<file path="src/budc_pkg.sv">
package budc_pkg;

    // Controller states, one-hot coded.
    typedef enum logic [4:0] {
        ST_START = 5'b00001,
        ST_WAIT  = 5'b00010,
        ST_INC   = 5'b00100,
        ST_DEC   = 5'b01000,
        ST_CLEAR = 5'b10000
    } budc_state_t;

    // Auto-repeat phase: polling every tick, slow repeat, fast repeat.
    typedef enum logic [1:0] {
        PHASE_POLL = 2'd0,
        PHASE_SLOW = 2'd1,
        PHASE_FAST = 2'd2,
        PHASE_IDLE = 2'd3
    } budc_phase_t;

    localparam int unsigned TIME_W  = 16;
    localparam int unsigned COUNT_W = 4;
    localparam int unsigned DATA_W  = 32;
    localparam int unsigned ADDR_W  = 5;

    typedef logic [TIME_W-1:0]  budc_time_t;
    typedef logic [COUNT_W-1:0] budc_count_t;

    // Register indexes; the byte address is four times the index.
    typedef enum logic [2:0] {
        REG_HOLD_DELAY  = 3'd0,
        REG_SLOW_REPEAT = 3'd1,
        REG_FAST_AFTER  = 3'd2,
        REG_FAST_REPEAT = 3'd3,
        REG_TOP_COUNT   = 3'd4
    } budc_reg_idx_t;

    localparam budc_time_t  HOLD_DELAY_RST  = 16'd1000;
    localparam budc_time_t  SLOW_REPEAT_RST = 16'd1000;
    localparam budc_time_t  FAST_AFTER_RST  = 16'd3000;
    localparam budc_time_t  FAST_REPEAT_RST = 16'd400;
    localparam budc_count_t TOP_COUNT_RST   = 4'd9;

    localparam budc_time_t  TIME_MAX        = 16'hFFFF;
    localparam budc_time_t  ELAPSED_RST     = 16'd1;
    localparam budc_time_t  POLL_PERIOD     = 16'd1;

endpackage

</file>
<file path="src/budc_in_if.sv">
interface budc_in_if;
    import budc_pkg::*;

    logic valid;
    logic ready;
    logic button_up;
    logic button_down;

    modport source (output valid, output button_up, output button_down, input ready);
    modport sink   (input valid, input button_up, input button_down, output ready);

endinterface

</file>
<file path="src/budc_out_if.sv">
interface budc_out_if;
    import budc_pkg::*;

    logic        valid;
    logic        ready;
    budc_count_t count_value;

    modport source (output valid, output count_value, input ready);
    modport sink   (input valid, input count_value, output ready);

endinterface

</file>
<file path="src/button_updown_counter_autorepeat.sv">
// Channel    | Direction | Payload                       | Handshake
// -----------+-----------+-------------------------------+------------------------
// in_ch      | sink      | button_up, button_down (1 ea) | valid/ready, one tick
// out_ch     | source    | count_value (4)               | valid/ready, one count
// apb        | slave     | 5 config registers at 4*i     | psel/penable, pready=1
//
// Each input transaction is one millisecond tick and produces exactly one
// output transaction in the following cycle, through a single result register.
// A new tick is accepted in every cycle while the result register is empty
// or being drained, so the sustained rate is one transaction per cycle.
// The whole controller update is one pass of combinational logic between
// the state registers and the result register.
// Reset is asynchronous and active low; it clears state and configuration.
// A stall on out_ch holds the result and backpressures in_ch directly.
module button_updown_counter_autorepeat
    import budc_pkg::*;
(
    input  logic                clk,
    input  logic                rst_n,

    input  logic                psel,
    input  logic                penable,
    input  logic                pwrite,
    input  logic [ADDR_W-1:0]   paddr,
    input  logic [DATA_W-1:0]   pwdata,
    output logic [DATA_W-1:0]   prdata,
    output logic                pready,

    budc_in_if.sink             in_ch,
    budc_out_if.source          out_ch
);

    // Configuration registers.
    budc_time_t  hold_delay_reg;
    budc_time_t  slow_repeat_reg;
    budc_time_t  fast_after_reg;
    budc_time_t  fast_repeat_reg;
    budc_count_t top_count_reg;

    // Controller state.
    budc_state_t state_reg, state_next;
    budc_count_t count_reg, count_next;
    budc_phase_t phase_reg, phase_next;
    budc_time_t  elapsed_reg, elapsed_next;
    budc_time_t  hold_reg, hold_next;

    // Result register.
    logic        out_valid_reg;
    budc_count_t out_count_reg;

    logic          in_accept;
    logic          cfg_write;
    budc_reg_idx_t cfg_idx;

    assign cfg_idx   = budc_reg_idx_t'(paddr[4:2]);
    assign cfg_write = psel && penable && pwrite;
    assign pready    = 1'b1;

    // The input side only stalls when a finished count is still waiting.
    assign in_ch.ready = !out_valid_reg || out_ch.ready;
    assign in_accept   = in_ch.valid && in_ch.ready;

    assign out_ch.valid       = out_valid_reg;
    assign out_ch.count_value = out_count_reg;

    always_ff @(posedge clk or negedge rst_n)
    begin
        if (!rst_n)
        begin
            hold_delay_reg  <= HOLD_DELAY_RST;
            slow_repeat_reg <= SLOW_REPEAT_RST;
            fast_after_reg  <= FAST_AFTER_RST;
            fast_repeat_reg <= FAST_REPEAT_RST;
            top_count_reg   <= TOP_COUNT_RST;
        end
        else if (cfg_write)
        begin
            case (cfg_idx)
                REG_HOLD_DELAY:  hold_delay_reg  <= pwdata[TIME_W-1:0];
                REG_SLOW_REPEAT: slow_repeat_reg <= pwdata[TIME_W-1:0];
                REG_FAST_AFTER:  fast_after_reg  <= pwdata[TIME_W-1:0];
                REG_FAST_REPEAT: fast_repeat_reg <= pwdata[TIME_W-1:0];
                REG_TOP_COUNT:   top_count_reg   <= pwdata[COUNT_W-1:0];
                default:         ;
            endcase
        end
    end

    always_comb
    begin
        case (cfg_idx)
            REG_HOLD_DELAY:  prdata = {{(DATA_W-TIME_W){1'b0}}, hold_delay_reg};
            REG_SLOW_REPEAT: prdata = {{(DATA_W-TIME_W){1'b0}}, slow_repeat_reg};
            REG_FAST_AFTER:  prdata = {{(DATA_W-TIME_W){1'b0}}, fast_after_reg};
            REG_FAST_REPEAT: prdata = {{(DATA_W-TIME_W){1'b0}}, fast_repeat_reg};
            REG_TOP_COUNT:   prdata = {{(DATA_W-COUNT_W){1'b0}}, top_count_reg};
            default:         prdata = '0;
        endcase
    end

    // One tick of the controller. The state machine is only evaluated when
    // the elapsed tick count has reached the period of the current phase.
    always_comb
    begin
        logic        up;
        logic        dn;
        logic        evaluate;
        logic        step_en;
        logic        can_inc;
        logic        can_dec;
        budc_time_t  period;
        budc_phase_t phase_mid;
        budc_time_t  elapsed_mid;
        budc_time_t  hold_mid;

        up = in_ch.button_up;
        dn = in_ch.button_down;

        case (phase_reg)
            PHASE_SLOW: period = slow_repeat_reg;
            PHASE_FAST: period = fast_repeat_reg;
            default:    period = POLL_PERIOD;
        endcase
        evaluate = (elapsed_reg >= period);

        can_inc = (count_reg < top_count_reg);
        can_dec = (count_reg != '0);

        // Phase advance while a single button is held.
        phase_mid = phase_reg;
        if (phase_reg == PHASE_SLOW && hold_reg >= fast_after_reg)
        begin
            phase_mid = PHASE_FAST;
        end
        else if (phase_reg == PHASE_POLL && hold_reg >= hold_delay_reg)
        begin
            phase_mid = PHASE_SLOW;
        end
        step_en = (phase_mid == PHASE_SLOW) || (phase_mid == PHASE_FAST);

        state_next = state_reg;
        count_next = count_reg;
        phase_next = phase_reg;
        hold_mid   = hold_reg;

        if (evaluate)
        begin
            case (state_reg)
                ST_WAIT:
                begin
                    if (up && !dn)
                    begin
                        state_next = ST_INC;
                    end
                    else if (!up && dn)
                    begin
                        state_next = ST_DEC;
                    end
                    else if (up && dn)
                    begin
                        state_next = ST_CLEAR;
                    end
                end
                ST_INC:
                begin
                    if (up && !dn)
                    begin
                        phase_next = phase_mid;
                        if (step_en && can_inc)
                        begin
                            count_next = count_reg + budc_count_t'(1);
                        end
                    end
                    else if (up && dn)
                    begin
                        state_next = ST_CLEAR;
                    end
                    else
                    begin
                        // Release: one step, then back to waiting.
                        state_next = ST_WAIT;
                        if (can_inc)
                        begin
                            count_next = count_reg + budc_count_t'(1);
                        end
                    end
                end
                ST_DEC:
                begin
                    if (!up && dn)
                    begin
                        phase_next = phase_mid;
                        if (step_en && can_dec)
                        begin
                            count_next = count_reg - budc_count_t'(1);
                        end
                    end
                    else if (up && dn)
                    begin
                        state_next = ST_CLEAR;
                    end
                    else
                    begin
                        state_next = ST_WAIT;
                        if (can_dec)
                        begin
                            count_next = count_reg - budc_count_t'(1);
                        end
                    end
                end
                ST_CLEAR:
                begin
                    if (!up && !dn)
                    begin
                        state_next = ST_WAIT;
                    end
                end
                default:
                begin
                    // The start state ignores the buttons on its first pass.
                    state_next = ST_WAIT;
                end
            endcase

            if (state_next == ST_WAIT)
            begin
                hold_mid   = '0;
                phase_next = PHASE_POLL;
            end
            else if (state_next == ST_CLEAR)
            begin
                count_next = '0;
            end
            elapsed_mid = '0;
        end
        else
        begin
            elapsed_mid = elapsed_reg;
        end

        // Both timers count up once per tick and stick at their maximum.
        elapsed_next = (elapsed_mid == TIME_MAX) ? elapsed_mid
                                                 : elapsed_mid + budc_time_t'(1);
        hold_next    = (hold_mid == TIME_MAX) ? hold_mid : hold_mid + budc_time_t'(1);
    end

    always_ff @(posedge clk or negedge rst_n)
    begin
        if (!rst_n)
        begin
            state_reg   <= ST_START;
            count_reg   <= '0;
            phase_reg   <= PHASE_POLL;
            elapsed_reg <= ELAPSED_RST;
            hold_reg    <= '0;
        end
        else if (in_accept)
        begin
            state_reg   <= state_next;
            count_reg   <= count_next;
            phase_reg   <= phase_next;
            elapsed_reg <= elapsed_next;
            hold_reg    <= hold_next;
        end
    end

    // The result register takes the count after this tick's evaluation.
    always_ff @(posedge clk or negedge rst_n)
    begin
        if (!rst_n)
        begin
            out_valid_reg <= 1'b0;
        end
        else if (in_accept)
        begin
            out_valid_reg <= 1'b1;
        end
        else if (out_ch.ready)
        begin
            out_valid_reg <= 1'b0;
        end
    end

    always_ff @(posedge clk)
    begin
        if (in_accept)
        begin
            out_count_reg <= count_next;
        end
    end

endmodule
</file>
<file path="src/flat_wrapper.sv">
// flat-port wrapper written by rule: the top's interface ports become plain ports
module button_updown_counter_autorepeat_flat import budc_pkg::*;
  (clk, rst_n, psel, penable, pwrite, paddr, pwdata, prdata, pready, in_ch_valid, in_ch_button_up, in_ch_button_down, in_ch_ready, out_ch_valid, out_ch_count_value, out_ch_ready);
  budc_in_if in_ch_i ();
  budc_out_if out_ch_i ();
  input  logic clk;
  input  logic rst_n;
  input  logic psel;
  input  logic penable;
  input  logic pwrite;
  input  logic [ADDR_W-1:0] paddr;
  input  logic [DATA_W-1:0] pwdata;
  output logic [DATA_W-1:0] prdata;
  output logic pready;
  input wire logic [$bits(in_ch_i.valid)-1:0] in_ch_valid;
  input wire logic [$bits(in_ch_i.button_up)-1:0] in_ch_button_up;
  input wire logic [$bits(in_ch_i.button_down)-1:0] in_ch_button_down;
  output wire logic [$bits(in_ch_i.ready)-1:0] in_ch_ready;
  output wire logic [$bits(out_ch_i.valid)-1:0] out_ch_valid;
  output wire logic [$bits(out_ch_i.count_value)-1:0] out_ch_count_value;
  input wire logic [$bits(out_ch_i.ready)-1:0] out_ch_ready;
  assign in_ch_i.valid = in_ch_valid;
  assign in_ch_i.button_up = in_ch_button_up;
  assign in_ch_i.button_down = in_ch_button_down;
  assign in_ch_ready = in_ch_i.ready;
  assign out_ch_valid = out_ch_i.valid;
  assign out_ch_count_value = out_ch_i.count_value;
  assign out_ch_i.ready = out_ch_ready;
  button_updown_counter_autorepeat u_core (.clk(clk), .rst_n(rst_n), .psel(psel), .penable(penable), .pwrite(pwrite), .paddr(paddr), .pwdata(pwdata), .prdata(prdata), .pready(pready), .in_ch(in_ch_i), .out_ch(out_ch_i));
endmodule
</file>
<file path="config.mk">
export PLATFORM = sky130hd
export DESIGN_NAME = button_updown_counter_autorepeat_flat
export DESIGN_NICKNAME = d
export VERILOG_FILES = /design/src/budc_pkg.sv /design/src/budc_in_if.sv /design/src/budc_out_if.sv /design/src/button_updown_counter_autorepeat.sv /design/src/flat_wrapper.sv
export SDC_FILE = /design/constraint.sdc
export NUM_CORES = 1
export LEC_CHECK = 0
export BUFFER_PORTS_ARGS = -buffer_cell sky130_fd_sc_hd__buf_2
export CAP_MARGIN = 20
export CORE_MARGIN = 2
export CORE_UTILIZATION = 40
export DETAILED_ROUTE_END_ITERATION = 7
export GPL_ROUTABILITY_DRIVEN = 0
export GPL_TIMING_DRIVEN = 0
export PLACE_DENSITY = 0.63
export SKIP_LAST_GASP = 1
export SYNTH_ARGS = -nofsm -noshare
export SYNTH_HDL_FRONTEND = slang
export SYNTH_SLANG_ARGS = --single-unit
</file>
<file path="constraint.sdc">
create_clock -name clk -period 5.7 [get_ports clk]
set_input_delay 0.285 -clock clk [delete_from_list [all_inputs] [get_ports clk]]
set_output_delay 0.285 -clock clk [all_outputs]
set_load 0.005 [all_outputs]
</file>
==> results.toml, run 1 <==
[status]
status = "finished, final reports clean"

[route]
drtIter0Drc = 400
ant_nets = 0
vias_per_cell = 5.582
drcViolationCount = 0
dr.max_layer_used = "met4"
wl_met3_um = 1268
wirelength_um = 19960
wl_per_cell_um = 18.27
met2_wirelength_um = 9252
wl_met1_um = 8985
drtPass1Iterations = 5
num_vias = 6095

[clocking]
numCtsBuffers = 17
post_cts_buffers = 0
root_buffer = "clkbuf_16"
clkLatencyLatePin_ns = 0.43
cts_tree = "yes"
cts.clk_slew.worst_paths_ns = 0.06
cts_buffer_depth = 2
clkSinkCount = 116
htree_levels = 4

[sta]
finalSetupTns_ns = 0
clock.fmax_mhz = 189.3
whs_ns = 0.06452
min_period_ns = 5.283
post-route-period-util = 0.9268
tightest_slew_ns = 0.8550
slew_headroom = 0.4300
maxSlewViolCount = 0
finalClockSkew_ns = 0.008894
setup_viol = 0
fin_ws_ns = 0.4171
hold_viol = 0
rsz0062_at_grt = "no"

[global_routing]
grt_pass1_wl_um = 32140
grt_max_degree = 93
overflow = 0
globalRouteTotalUtil = 0.2084
antenna_found_initial = 0
grt_pass1_vias = 5998

[power_and_ir_drop]
irDropWorstVdd_uv = 233.0
power_leakage_nw = 3.941
p_per_area_mw_per_mm2 = 366.8
p_total_w = 0.003212

[finish]
layout-drive-gt1-share = 0.2599
final_nets = 949
diodes = 0
synthToLayoutAreaGrowth_pct = 15.54

[critical_path]
crit_family = "simple AND/OR/NAND/NOR gates"
cpPeakStageDelay_ns = 0.68
worst_setup_path_end_kind = "flop"
path_class = "reg -> reg"
cp_cell_sequence = "inv_1 > ha_1 > clkbuf_1 > clkbuf_2 > a22oi_1 > nand2_1 > ha_1 > nand2b_1 > a21o_1 > a211o_1 > a211oi_2 > o21ai_2 > o21ai_1 > and2_1 > ha_1 > nand2_1 > nor4_1 > nor2_1 > nand2_1 > nor3_2 > nand3_1 > xor2_1"
path_max_fanout = 10
critPathSlowestCell = "nor4_1"
start_kind = "flop"
crit_required_ns = 6.05
cp_num_buf_inv = 3
crit_arrival_ns = 5.63

[logic_synthesis]
yosys.area.top_type = "dfrtp_1"
synth_cells = 762
synth_edf_count = 4
avgSynthCellArea_um2 = 9.946
synth_warnings = 0
netlist.area_leader.share = 0.2840
yosysUniqueCellTypes = 78
async_reset_ff_frac = 0.9655
synth_area_leaders = "dfrtp_1 (28%), ha_1 (9.6%), dfstp_2 (9.0%)"
netlist_area_mm2 = 0.007579
synth_ff_type = "dfrtp_1"
seq_area_frac_synth = 0.3900
synth-seq-cells = 116

[die]
fp.dieH_um = 141.6
die_area_mm2 = 0.02006
core_region_area_mm2 = 0.01864
die_x_um = 141.6
rows = 50
initial_core_util = 0.4065
ios = 85

[placed_design]
dp_slack_ns = 0.2042
dpl.hpwl_um = 14480
port_buffers = 47

[flow_run]
cap_violations = 0

[min_path]
hold_class = "in -> reg"
cells by family after synthesis:
| family | share of synthesized area |
|---|---|
| adders and majority gates | 0.09576 |
| DFF | 0.3900 |
| buffers and inverters | 0.05976 |
| xor gates and xnor gates | 0.02543 |
| muxes | 0.1217 |
| other | 0.0009910 |
| AOI/OAI and AO/OA | 0.1507 |
| and+or+nand+nor | 0.1557 |
layout make-up:
class                      instances  area [µm²]
fill                            1804        9887
sequential                       116        2955
clock inverter                    15       121.4
multi-input combinational        563        4227
clock buffer                      17       425.4
tap                              234       292.8
inverter                          48       180.2
timing repair buffer              49       279.0
buffer                            50       275.3
layout by cell type (no fill, tap or decap), drive strengths merged, types with 4 or more instances in the layout:
cell	n
inv	56
a22o	16
o31ai	5
mux2	57
dfstp	26
and2	6
edfxtp	4
nand3	21
o22ai	7
clkinv	5
xor2	19
mux4	12
a211oi	6
a22oi	10
nor2	34
nor3	6
and3	8
a21o	8
buf	76
nand4	10
o21ai	40
a21oi	25
or3	4
nand2b	7
and4	6
ha	58
nand2	106
nor2b	17
clkbuf	39
conb	17
dfrtp	86
a221o	5
cell usage after synthesis, types with 6 or more instances:
| cell | instances |
|---|---|
| nand2_1 | 106 |
| mux4_2 | 12 |
| mux2_2 | 57 |
| nor2_1 | 33 |
| o21ai_0 | 34 |
| ha_1 | 58 |
| and3_1 | 8 |
| buf_4 | 18 |
| and2_1 | 6 |
| inv_1 | 48 |
| nand3_1 | 20 |
| a21oi_1 | 25 |
| nand4_1 | 10 |
| dfrtp_1 | 86 |
| buf_2 | 8 |
| and4_1 | 6 |
| o22ai_1 | 7 |
| a21o_1 | 8 |
| xor2_1 | 19 |
| clkbuf_1 | 22 |
| nor2b_1 | 17 |
| a22oi_1 | 10 |
| dfstp_2 | 26 |
| a22o_1 | 16 |
worst reg2reg max path, delay by kind of cell, from the launching register on:
| family | cells | cell delay, ns |
|---|---|---|
| AOI/OAI and AO/OA | 6 | 1.32 |
| xor gates and xnor gates | 1 | 0.17 |
| adders and majority gates | 3 | 0.54 |
| buffers and inverters | 3 | 0.92 |
| DFF | 1 | 0.41 |
| and+or+nand+nor | 9 | 1.84 |
through the flow:
step,cell area (µm²),utilization,instances
floorplan,7635,-,777
global placement,8163,0.4379,1058
detailed placement,8197,0.4397,1059
CTS,8753,0.4695,1092
global route,8756,0.4697,1092
finish,8756,0.4697,1092
final timing paths:
path,from,end,slack (ns),depth (start not counted)
setup / recovery,u_core.phase_reg[1],u_core.elapsed_reg[15],0.42,22
max in group asynchronous,rst_n,u_core.fast_repeat_reg[7],4.67,3
setup reg to reg,u_core.phase_reg[1],u_core.elapsed_reg[15],0.42,22
min in group asynchronous,rst_n,u_core.count_reg[0],0.28,2
hold / removal,in_ch_valid,u_core.out_ch.valid,0.06,2
hold reg to reg,u_core.fast_after_reg[11],u_core.fast_after_reg[11],0.52,2
power breakdown:
group / internal (W) / switching [W]
clock: 0.000565 / 0.000446
sequential: 0.00101 / 0.000138
combinational: 0.000463 / 0.000588
layer usage:
layer / track usage / up-vias
met5: 0 / -
met4: 0.06842 / 0
met3: 0.05535 / 33
met2: 0.3301 / 189
met1: 0.2787 / 2986
li1: - / 2887
what timing repair did:
| item | CTS | global route |
|---|---|---|
| hold buffers | 1 | 0 |
| setup endpoints to repair | 0 | 21 |
| gates resized for setup | 0 | 4 |
| hold endpoints to repair | 20 | 0 |
(Power assumes the default switching activity.)
==> inputs of run 2 (changes only) <==
- clock period: 5.7 -> 5 ns (I/O delays scaled with it)
==> results.toml, run 2 (synthesis results as in run 1) <==
[die]
initial_core_util = 0.4065
die_area_mm2 = 0.02006
die_x_um = 141.6
ios = 85
core_region_area_mm2 = 0.01864
fp.dieH_um = 141.6
rows = 50

[critical_path]
worst_setup_path_end_kind = "flop"
path_max_fanout = 10
path_class = "reg -> reg"
critPathSlowestCell = "dfrtp_2"
crit_required_ns = 5.31
rrSetupSlack_ns = 0.44
crit_family = "simple AND/OR/NAND/NOR gates"
cp_num_buf_inv = 2
cpPeakStageDelay_ns = 0.45
crit_arrival_ns = 4.87
cp_cell_sequence = "inv_1 > ha_2 > clkbuf_4 > a22o_1 > nand2_1 > ha_1 > a21oi_1 > o21ai_1 > a41o_1 > nand4_1 > o21ai_2 > o21ai_2 > and2_1 > ha_1 > nand2_1 > nor4_2 > nor2_1 > nand2_1 > nor3_2 > nand4_1 > xor2_1"
cpMostUsedCell = "nand2_1"
start_kind = "flop"

[route]
wl_per_cell_um = 18.30
drtIter0Drc = 368
ant_nets = 0
vias_per_cell = 5.559
drtPass1Iterations = 6
wirelength_um = 19940
drcViolationCount = 0
num_vias = 6059

[power_and_ir_drop]
irDropWorstVdd_uv = 260.1
power_leakage_nw = 3.943
p_total_w = 0.003688
p_per_area_mw_per_mm2 = 419.1

[placed_design]
dpl-instance-area_mm2 = 0.008197
dp_slack_ns = -0.4958
dpl.hpwl_um = 14480
port_buffers = 47

[global_routing]
antenna_found_initial = 0
use_met3 = 0.05535
use_met1 = 0.2792
use_met2 = 0.3298
globalRouteTotalUtil = 0.2085
grt_max_degree = 93
overflow = 0
grt_pass1_wl_um = 32140
grt_pass1_vias = 5988
grt.busiest_layer = "met2"

[finish]
register_area_mm2 = 0.002957
fin_util = 0.4720
final_cell_area_mm2 = 0.008800
diodes = 0
final_cell_mix = "nand2_1 (105), dfrtp_1 (85), mux2_2 (57), ha_1 (55), buf_2 (54)"
synthToLayoutAreaGrowth_pct = 16.11
layout-drive-gt1-share = 0.2722
filler_cell_count = 1799
final_common_cell = "nand2_1"
final_nets = 947
multi_input_area_mm2 = 0.004264

[clocking]
htree_levels = 4
numCtsBuffers = 17
cts_tree = "yes"
root_buffer = "clkbuf_16"
clkLatencyLatePin_ns = 0.43
clkSinkCount = 116
cts_buffer_depth = 2
cts.clk_slew.worst_paths_ns = 0.06

[sta]
whs_ns = 0.03042
min_period_ns = 4.559
fin_ws_ns = 0.4411
finalClockSkew_ns = 0.008523
post-route-period-util = 0.9118
maxSlewViolCount = 0
tightest_slew_ns = 0.8638
rsz0062_at_grt = "no"
clock.fmax_mhz = 219.3
hold_viol = 0
setup_viol = 0
slew_headroom = 0.4241

[min_path]
hold_class = "in -> reg"

[status]
status = "finished, final reports clean"

[flow_run]
cap_violations = 0
==> run 2: cell types whose count changed in the layout (fill, tap and decap cells not counted), sizes merged <==
cell,previous run,this run
clkbuf,39,36
buf,76,77
==> run 2: final timing paths <==
path,start,end,cells after the start
worst max-delay path,u_core.phase_reg[0],u_core.elapsed_reg[11],21
worst min-delay path,in_ch_valid,u_core.out_ch.valid,2
worst max register to register,u_core.phase_reg[0],u_core.elapsed_reg[11],21
worst min register to register,u_core.fast_after_reg[11],u_core.fast_after_reg[11],2
max in group asynchronous,rst_n,u_core.hold_delay_reg[5],3
min in group asynchronous,rst_n,u_core.count_reg[0],2
==> run 2: per-layer routing <==
metal	wire (µm)	part of all wire
met1	8993	0.45
met2	9237	0.46
met3	1283	0.064
met4	430	0.022
met5	0	0
==> run 2: final cells by class <==
cell class	instances	share of cell area
multi-input combinational	563	0.4846
sequential	116	0.3360
clock buffer	17	0.04834
tap	234	0.03327
timing repair buffer	50	0.03256
buffer	47	0.03100
inverter	48	0.02047
clock inverter	15	0.01379
==> run 2: stage by stage <==
stage	TNS [ns]	instances
after floorplan	0	777
after global placement	-7.057	1058
after detailed placement	-8.352	1059
after CTS	0	1090
after global routing	0	1090
final	0	1090
==> run 2: power by group <==
part	switching, W	internal (W)	total, W
Sequential	0.000157	0.00115	0.00131
Combinational	0.000678	0.000550	0.00123
Clock	0.000506	0.000645	0.00115
Total	0.00134	0.00235	0.00369
==> run 2: what timing repair did <==
item | in CTS | in global routing
buffers inserted | 0 | 1
resized for setup | 5 | 13
setup endpoints to repair | 29 | 26
endpoints found under the hold margin | 20 | 0
pin swaps | 0 | 2
hold buffers | 1 | 0
==> inputs of run 3 (changes only) <==
- CORE_ASPECT_RATIO: unset -> 1.2
- CTS_CLUSTER_DIAMETER: unset -> 200
==> results.toml, run 3 (synthesis results as in run 1) <==
[status]
status = "finished, final reports clean"

[flow_run]
cap_violations = 0

[sta]
hold_viol = 0
min_period_ns = 4.753
tightest_slew_ns = 0.8386
post-route-period-util = 0.9507
clock.fmax_mhz = 210.4
fin_ws_ns = 0.2467
maxSlewViolCount = 0
setup_viol = 0
rsz0062_at_grt = "yes"
slew_headroom = 0.4410
finalSetupTns_ns = 0
finalClockSkew_ns = 0.009195

[global_routing]
overflow = 0
grt_pass1_vias = 5878
antenna_found_initial = 0
globalRouteTotalUtil = 0.1997
grt_pass1_wl_um = 30930
grt_max_degree = 87

[clocking]
numCtsBuffers = 17
clkLatencyLatePin_ns = 0.42
htree_levels = 4
root_buffer = "clkbuf_16"
cts_buffer_depth = 2
cts.clk_slew.worst_paths_ns = 0.06
cts_tree = "yes"
clkSinkCount = 116

[critical_path]
crit_family = "simple AND/OR/NAND/NOR gates"
critPathSlowestCell = "dfrtp_2"
regToRegEndpoint = "u_core.hold_reg[7]"
worst_setup_path_end_kind = "flop"
r2r-start = "u_core.phase_reg[0]"
path_max_fanout = 10
crit_arrival_ns = 5.10
cp_num_buf_inv = 3
crit_required_ns = 5.34
start_kind = "flop"
cpPeakStageDelay_ns = 0.43
cp_cell_sequence = "inv_1 > ha_2 > clkbuf_4 > a22oi_1 > nand2_1 > ha_1 > nand2b_1 > a21o_1 > a211o_1 > a211oi_4 > o21ai_2 > nand2_2 > and2_1 > ha_2 > nand4_1 > nor2_4 > and4_1 > nand2_1 > and3_1 > buf_2 > nand4_1 > xor2_1"
path_class = "reg -> reg"
r2r_cells = 22
rrSetupSlack_ns = 0.25

[finish]
synthToLayoutAreaGrowth_pct = 17.34
layout-drive-gt1-share = 0.2745
final_nets = 947
final_cell_mix = "nand2_1 (105), dfrtp_1 (85), mux2_2 (57), ha_1 (55), buf_2 (54)"
final_common_cell = "nand2_1"
diodes = 0
fin_util = 0.4751
fin_cells = 1112
filler_cell_count = 1783

[placed_design]
port_buffers = 47
dp_cells = 1081
dp_slack_ns = -0.7292
dpl.hpwl_um = 14280

[power_and_ir_drop]
pwr-share-comb = 0.329
p_total_w = 0.003752
internal_power_w = 0.002441
pwr-share-seq = 0.348
p_per_area_mw_per_mm2 = 421.9
irDropWorstVdd_uv = 224.2
pwr-share-clk = 0.324
power_leakage_nw = 3.954
p_sw_frac = 0.3493
netSwitchingPower_w = 0.001311

[die]
die_x_um = 129.7
core_region_area_mm2 = 0.01872
ios = 85
rows = 55
initial_core_util = 0.4049
fp.dieH_um = 154.8
die_area_mm2 = 0.02007

[route]
wl_per_cell_um = 17.44
vias_per_cell = 5.386
drtIter0Drc = 383
ant_nets = 0
wirelength_um = 19390
num_vias = 5989
drtPass1Iterations = 5
drcViolationCount = 0

[min_path]
hold_depth = 2
holdCritStartpoint = "in_ch_valid"
hold_class = "in -> reg"
min_to = "u_core.out_ch.valid"
-- run 3: stage by stage --
stage	hold slack [ns]	instance area, µm²
floorplan	-0.04559	7635
global placement	0.4651	8190
detailed placement	0.1371	8224
CTS	0.03192	8853
global route	0.05937	8892
finish	0.03818	8892
-- run 3: power by group through the flow --
stage	clock network (W)	logic, W	registers [W]
3_3_place_gp	0	0.00118	0.00131
5_1_grt	0.00127	0.00137	0.00133
4_1_cts	0.00123	0.00122	0.00130
3_5_place_dp	0	0.00120	0.00132
6_report	0.00121	0.00123	0.00130
2_1_floorplan	0	0.000896	0.00127
-- run 3: layout make-up --
class | count | area [µm²] | area share
multi-input combinational | 563 | 4278 | 0.4811
sequential | 116 | 2957 | 0.3325
clock buffer | 20 | 478.0 | 0.05375
tap | 256 | 320.3 | 0.03602
timing repair buffer | 50 | 286.5 | 0.03222
buffer | 47 | 272.8 | 0.03067
inverter | 48 | 180.2 | 0.02026
clock inverter | 12 | 120.1 | 0.01351
-- run 3: routing by layer --
layer  track usage  up-vias  part of all wire
li1              -     2879                 -
met1        0.2522     2938              0.43
met2        0.3401      144              0.51
met3       0.03632       28             0.039
met4       0.07168        0             0.018
met5             0        -                 0
-- run 3: timing repair --
item                                   4_1_cts  5_1_grt
endpoints found under the hold margin       26        0
resized for setup                           11        8
buffers inserted                             0        1
hold buffers                                 1        0
setup endpoints to repair                   31       22
-- run 3: how the worst max path moves through the flow --
stage,startpoint,end,slack [ns],cells after the start
after detailed placement,u_core.phase_reg[1],u_core.elapsed_reg[11],-0.73,22
after global placement,u_core.phase_reg[1],u_core.elapsed_reg[15],-0.72,22
after CTS,u_core.phase_reg[0],u_core.hold_reg[12],0.02,22
final,u_core.phase_reg[0],u_core.hold_reg[7],0.25,22
after global routing,u_core.phase_reg[0],u_core.hold_reg[11],-0.008,22
after floorplan,u_core.phase_reg[0],u_core.elapsed_reg[11],0.64,21
